**src/hw/rtl/sgd_pkg.sv**
```systemverilog
package sgd_pkg;

  localparam int MAX_ENTRIES = 256;
  localparam int IDX_W       = $clog2(MAX_ENTRIES);
  localparam int CNT_W       = $clog2(MAX_ENTRIES + 1);

  localparam int SGS_W   = 6;
  localparam int MAXB_W  = 23;
  localparam int LEN_W   = 24;
  localparam int ADDR_W  = 64;
  localparam int FLAG_W  = 5;
  localparam int DWC_W   = 22;
  localparam int CFG_IDX_W  = 4;
  localparam int CFG_DATA_W = 32;

  localparam logic [SGS_W-1:0]  SLOT_LIMIT    = 6'd32;
  localparam logic [SGS_W-1:0]  SGS_RESET     = 6'd4;
  localparam logic [MAXB_W-1:0] MAXB_RESET    = 23'd4194300;

  localparam logic [FLAG_W-1:0] FLAG_NONE      = 5'h00;
  localparam logic [FLAG_W-1:0] FLAG_JOB_START = 5'h09;
  localparam logic [FLAG_W-1:0] FLAG_JOB_END   = 5'h06;
  localparam logic [FLAG_W-1:0] FLAG_XFER_END  = 5'h04;
  localparam logic [FLAG_W-1:0] FLAG_ERROR     = 5'h16;

  localparam logic [1:0] OP_CLEAR  = 2'd0;
  localparam logic [1:0] OP_APPEND = 2'd1;
  localparam logic [1:0] OP_ARM    = 2'd2;
  localparam logic [1:0] OP_XFER   = 2'd3;

  localparam logic [CFG_IDX_W-1:0] CFG_SGS_PER_TRANSFER  = 4'd0;
  localparam logic [CFG_IDX_W-1:0] CFG_MAX_ELEMENT_BYTES = 4'd1;

  typedef struct packed {
    logic [1:0]        op;
    logic [LEN_W-1:0]  entry_length;
    logic [ADDR_W-1:0] entry_address;
  } item_t;

  typedef struct packed {
    logic [FLAG_W-1:0] desc_flags;
    logic [DWC_W-1:0]  dword_count;
    logic [ADDR_W-1:0] desc_address;
    logic              job_finished;
    logic              last;
  } result_t;

  typedef struct packed {
    logic [SGS_W-1:0]  sgs_per_transfer;
    logic [MAXB_W-1:0] max_element_bytes;
  } cfg_t;

  typedef struct packed {
    logic [LEN_W-1:0]  length;
    logic [ADDR_W-1:0] address;
  } entry_t;

  typedef struct packed {
    logic             we;
    logic [IDX_W-1:0] waddr;
    logic [IDX_W-1:0] raddr;
    entry_t           wdata;
  } mem_req_t;

endpackage

```
**src/hw/rtl/sgd_walker.sv**
```systemverilog
module sgd_walker import sgd_pkg::*; (
  input  logic     clk,
  input  logic     rst,
  input  logic     start,
  input  item_t    item,
  input  cfg_t     cfg,
  input  entry_t   rdata,
  output mem_req_t req,
  output logic     busy,
  output logic     result_valid,
  output result_t  result
);

  localparam logic ST_IDLE = 1'b0;
  localparam logic ST_EMIT = 1'b1;

  logic             state;
  logic [CNT_W-1:0] entry_count;
  logic [CNT_W-1:0] next_index;
  logic [CNT_W-1:0] items_left;
  logic [SGS_W-1:0] slot_cnt;
  logic [SGS_W-1:0] slots;
  logic             first_desc;

  logic             accept;
  logic [SGS_W-1:0] slots_eff;
  logic             bad_len;
  logic             job_end;
  logic             slot_end;
  logic             walk_done;
  logic [FLAG_W-1:0] flags;

  assign accept    = start && (state == ST_IDLE);
  assign busy      = (state == ST_EMIT);
  assign slots_eff = (cfg.sgs_per_transfer > SLOT_LIMIT) ? SLOT_LIMIT : cfg.sgs_per_transfer;

  always_comb begin
    bad_len   = (rdata.length[1:0] != 2'b00) ||
                (rdata.length > {1'b0, cfg.max_element_bytes});
    job_end   = (items_left == CNT_W'(1));
    slot_end  = (slot_cnt == slots - SGS_W'(1));
    walk_done = bad_len || job_end || slot_end;
    flags     = (first_desc ? FLAG_JOB_START : FLAG_NONE) |
                (job_end ? FLAG_JOB_END : FLAG_NONE) |
                (slot_end ? FLAG_XFER_END : FLAG_NONE) |
                (bad_len ? FLAG_ERROR : FLAG_NONE);
  end

  // The entry after the current one is fetched while the current one is
  // emitted, so a walk yields one descriptor per cycle. Appends only happen
  // while idle, so a walk never reads an entry written in the same cycle.
  always_comb begin
    req.we    = accept && (item.op == OP_APPEND) && (entry_count < CNT_W'(MAX_ENTRIES));
    req.waddr = entry_count[IDX_W-1:0];
    req.wdata = '{length: item.entry_length, address: item.entry_address};
    if (state == ST_EMIT) begin
      req.raddr = next_index[IDX_W-1:0] + IDX_W'(1);
    end else begin
      req.raddr = next_index[IDX_W-1:0];
    end
  end

  always_ff @(posedge clk) begin
    if (rst) begin
      state        <= ST_IDLE;
      entry_count  <= '0;
      next_index   <= '0;
      items_left   <= '0;
      slot_cnt     <= '0;
      slots        <= '0;
      first_desc   <= 1'b0;
      result_valid <= 1'b0;
    end else begin
      result_valid <= 1'b0;
      unique case (state)
        ST_IDLE: begin
          if (accept) begin
            unique case (item.op)
              OP_CLEAR: begin
                entry_count <= '0;
                next_index  <= '0;
                items_left  <= '0;
              end
              OP_APPEND: begin
                if (req.we) begin
                  entry_count <= entry_count + CNT_W'(1);
                end
              end
              OP_ARM: begin
                items_left <= entry_count;
                next_index <= '0;
              end
              OP_XFER: begin
                if (items_left != '0 && slots_eff != '0) begin
                  state      <= ST_EMIT;
                  slot_cnt   <= '0;
                  slots      <= slots_eff;
                  first_desc <= (next_index == '0);
                end
              end
              default: ;
            endcase
          end
        end
        ST_EMIT: begin
          result_valid <= 1'b1;
          next_index   <= next_index + CNT_W'(1);
          items_left   <= items_left - CNT_W'(1);
          slot_cnt     <= slot_cnt + SGS_W'(1);
          first_desc   <= 1'b0;
          if (walk_done) begin
            state <= ST_IDLE;
          end
        end
        default: state <= ST_IDLE;
      endcase
    end
  end

  always_ff @(posedge clk) begin
    if (state == ST_EMIT) begin
      result.desc_flags   <= flags;
      result.dword_count  <= rdata.length[LEN_W-1:2];
      result.desc_address <= rdata.address;
      result.job_finished <= job_end;
      result.last         <= walk_done;
    end
  end

endmodule

```
**config.mk**
```make
export PLATFORM = sky130hd
export DESIGN_NAME = sgd_walker
export DESIGN_NICKNAME = d
export VERILOG_FILES = /design/src/hw/rtl/sgd_pkg.sv /design/src/hw/rtl/sgd_walker.sv
export SDC_FILE = /design/constraint.sdc
export NUM_CORES = 1
export LEC_CHECK = 0
export ABC_AREA = 0
export BUFFER_PORTS_ARGS = -buffer_cell sky130_fd_sc_hd__clkbuf_2
export CAP_MARGIN = 25
export CELL_PAD_IN_SITES_DETAIL_PLACEMENT = 1
export CELL_PAD_IN_SITES_GLOBAL_PLACEMENT = 1
export CORE_ASPECT_RATIO = 0.6
export CORE_MARGIN = 2
export CORE_UTILIZATION = 31
export DETAILED_ROUTE_END_ITERATION = 8
export GPL_TIMING_DRIVEN = 0
export PLACE_DENSITY_LB_ADDON = 0.1
export SETUP_SLACK_MARGIN = 0.15
export SYNTH_ARGS = -nofsm -noshare
export SYNTH_HDL_FRONTEND = slang
export SYNTH_SLANG_ARGS = --single-unit
```
**constraint.sdc**
```tcl
create_clock -name clk -period 7.3 [get_ports clk]
set_clock_uncertainty 0.2 [all_clocks]
set_input_delay 2.19 -clock clk [delete_from_list [all_inputs] [get_ports clk]]
set_output_delay 2.19 -clock clk [all_outputs]
set_load 0.01 [all_outputs]
```
# ---- Yosys cells after proc, flatten, opt, wreduce, memory -nomap -nowiden
# Index checks and enable logic that the tools add are counted.
dict set report word_totals {
  memories 0
  rom_bits 0
  input_bits 210
  mem_bits_rw 0
  regBits 135
  latchBits 0
}
dict set report classes {
  n_div 0
  n_reduce_logical 19
  n_shift 0
  addsub 6
  mul 0
  n_eq_ne 11
  n_mux 28
  bitwise 4
  n_lt_le_gt_ge 3
}
# cell count
set ops {}
lappend ops {{$pmux 9 s2} 4}
lappend ops {{$mux 9} 4}
lappend ops {{$gt 24x23->1} 1}
lappend ops {{$mux 6} 4}
lappend ops {{$add 9x1->9 const B} 2}
lappend ops {{$pmux 6 s2} 1}
lappend ops {{$eq 9x1->1 const B} 1}
lappend ops {{$logic_not 9->1} 1}
lappend ops {{$lt 9x9->1 const B} 1}
lappend ops {{$reduce_bool 9->1} 1}
lappend ops {{$sub 9x1->9 const B} 1}
lappend ops {{$add 8x1->8 const B} 1}
lappend ops {{$mux 1} 8}
lappend ops {{$mux 8} 1}
lappend ops {{$or 4x3->4} 2}
lappend ops {{$reduce_and 4->1} 2}
lappend ops {{$add 6x1->6 const B} 1}
lappend ops {{$eq 6x6->1} 1}
lappend ops {{$gt 6x6->1 const B} 1}
lappend ops {{$mux 3} 2}
lappend ops {{$ne 2x2->1 const B} 3}
lappend ops {{$reduce_bool 6->1} 1}
lappend ops {{$sub 6x1->6 const B} 1}
lappend ops {{$mux 5} 1}
lappend ops {{other kinds (15)} 25}

# ---- Longest topological paths before layout
dict set report depth {
  ltp_word 8
  ltp_mapped 9
  ltp_nobuf 9
}

# ---- Least setup slack after synthesis
# OpenSTA, ideal clock, no wires.
dict set report synth_path {
  kind {reg-to-output}
  startpoint {register state (netlist: busy)}
  endpoint {output port req[94] (netlist name)}
  required_time_ns 4.910
  stages_incl_launch_ff 5
  setup_slack_ns 1.153
  arrival_time_ns 3.757
  path_cell_list {dfxtp_1 inv_1 clkbuf_1 nor3_1 xor2_1}
}
# element line_no
set synth_rtl {}
lappend synth_rtl {{from (decl)} sgd_walker.sv:17} ;# logic state;
lappend synth_rtl {{from (signal assigned)} sgd_walker.sv:65} ;# state <= ST_IDLE;
lappend synth_rtl {{from (signal assigned)} sgd_walker.sv:95} ;# state <= ST_EMIT;
lappend synth_rtl {{from (signal assigned)} sgd_walker.sv:112} ;# state <= ST_IDLE;
lappend synth_rtl {{to (decl)} sgd_walker.sv:8} ;# output mem_req_t req,

==> results.cfg <==
[outcome]
status = finished, final reports clean

[min_path]
min_path_type = reg -> reg

[logic_synthesis]
synth_area_leaders = edfxtp_1 (43%), dfxtp_1 (13%), buf_4 (11%)
synth-edff-count = 92
synth_seq_cells = 134
ys_types = 55
synth_most_common_cell = buf_4
synth_top_area_share_pct = 43.3
ys_seq_area_share_pct = 56.5
synthTopCellsByCount = buf_4 (97), edfxtp_1 (92), dfxtp_1 (42), nor2_1 (41), a21oi_1 (40)
yosysTopAreaCell = edfxtp_1
ys.flop_type = edfxtp_1
syn_inst = 562
async_flop_share_pct = 0
syn_area_per_cell_sq_um = 11.4
syn_nets = 803
ys.warnings.count = 0
syn_area_sq_mm = 0.00638

[layout]
drive_above_1_share_pct = 51.0
multiInputGateArea_sq_mm = 0.00187
area.sequential_sq_mm = 0.00361
syn_to_final_growth_pct = 39.9
design_area_sq_mm = 0.00893
fill_cells = 2352
antenna_cells = 0
fin_util_pct = 44.4
nets = 1143

[die]
initial_utilization_pct = 31.7
core.rowCount = 40
die_w_um = 189
boundaryPins = 410
placeableCoreArea_sq_mm = 0.0201
die_h_um = 115
dieArea_sq_mm = 0.0218

[grt]
grt_pass1_wl_um = 32400
grt_start_max_net_pins = 55
antenna_found_initial = 0
first_global_vias = 5761
grt_util_all_layers_pct = 19.8
overflow = 0

[timing]
min_period_over_period_pct = 77.7
fin_crit_ns = 5.67
max_freq_mhz = 176
drv_slew = 0
slew_headroom_pct = 51.4
setup_viol = 0
rsz0062_at_grt = no
finalHoldViolations = 0
worst_slew_pin_slew_ns = 0.729

[placement]
numPortBuffers = 320
dpl.hpwl_um = 18200
place_area_sq_mm = 0.00835
gp_congestion = 0.863

[cts]
cts_max_level = 4
cts_resized = 0
clockBufferDepth = 2
cts_tree = done
ctsHoldBuffers = 0
numCtsBuffers = 17
cts.clk_slew.worst_paths_ns = 0.06
clock_latency_ns = 0.42
cts_setup_buffers = 0
clock_sinks = 134
cts_root_buf = clkbuf_16

[route]
post-route-drc-count = 0
dr.first_iter.drc_count = 179
drt-pass1-iter-count = 4
vias_per_cell = 4.56
wl_per_cell_um = 18.5
wirelength_um = 22000
via_count = 5415
ant_nets = 0

[pwr]
power.density_mw_per_mm2 = 209
leakagePower_uw = 0.00415
ir_worst_vdd_uv = 160

[worst_setup_path]
r2r_setup_slack_ns = 4.55
crit_path_max_fanout = 7
worstPathRequired_ns = 4.91
cp-end-kind = output pin
path_class = in -> out
start_kind = input pin
worst_ep_arrival_time_ns = 3.28

[job]
drv_cap = 0
-- state kept, by name (all words and copies together), names as in the netlist --
name and flops:
entry_count 9, slot_cnt 6, result_valid 1, slots 6, first_desc 1, items_left 9
next_index 9, busy 1, result 92
-- cell families after synthesis --
| group | count (synthesis) | share of synthesized area [%] |
|---|---|---|
| DFF | 134 | 56.5 |
| AOI/OAI and AO/OA | 85 | 8.31 |
| muxes | 2 | 0.314 |
| and+or+nand+nor | 147 | 11.9 |
| xor gates and xnor gates | 19 | 2.61 |
| buffers and inverters | 144 | 14.3 |
| adders and majority gates | 31 | 6.08 |
-- final timing paths --
| path | startpoint | end | depth (start not counted) |
|---|---|---|---|
| max | item[88] | req[104] | 4 |
| min | first_desc | result[91] | 0 |
| max reg2reg | busy | items_left[2] | 6 |
| min reg2reg | first_desc | result[91] | 0 |
-- final cells by class --
cell class	count	share of cell area [%]
sequential	134	40.4
clock inverter	12	1.47
buffer	108	8.70
clock buffer	20	5.00
multi-input combinational	284	20.9
tap	273	3.83
inverter	36	1.51
timing repair buffer	321	18.2
-- metal layers --
metal	share of wire, %	wire [um]	global-route usage, %
met4	1.8	406	7.18
met5	0	0	0
met3	6.6	1460	5.16
met1	39	8690	22.1
met2	52	11400	36.7
-- power breakdown --
group	internal (uW)	leakage (uW)	switching, uW	total (uW)
Combinational	96.8	0.00271	95.9	193
Clock	511	0.000272	334	845
Sequential	820	0.00117	5.86	825
Total	1430	0.00415	436	1860
-- worst max-delay path, stage by stage --
cell      delay, ns
clkbuf_2       0.16
a211oi_2       0.52
and3_1         0.27
clkbuf_2       0.14
-- layout by cell type (no fill, tap or decap), types with 3 or more instances in the layout --
master,n
a21o_1,3
a21oi_1,40
a311oi_1,5
a31oi_1,4
and3_1,3
buf_4,97
clkbuf_1,12
clkbuf_16,17
clkbuf_2,320
clkinv_2,3
clkinvlp_4,4
dfxtp_1,41
edfxtp_1,92
ha_1,31
inv_1,36
nand2_1,39
nand2b_1,6
nand3_1,10
nand3b_1,3
nand4_1,10
nor2_1,41
nor3_1,8
nor4_1,3
o21ai_0,16
or2_2,4
or3b_2,4
xnor2_1,8
xor2_1,11
-- metrics by stage --
stage | TNS, ns | total power [uW] | hold WS, ns | instances | setup WS [ns]
finish | 0 | 1860 | 0.252 | 1188 | 1.63
CTS | 0 | 1890 | 0.259 | 1188 | 1.62
floorplan | 0 | 943 | 0.202 | 562 | 1.15
detailed placement | 0 | 1040 | 0.242 | 1156 | 1.63
global route | 0 | 1930 | 0.270 | 1188 | 1.53
global placement | -0.456 | 1030 | 0.236 | 1155 | -0.333
Power figures use the tool's default switching activity.
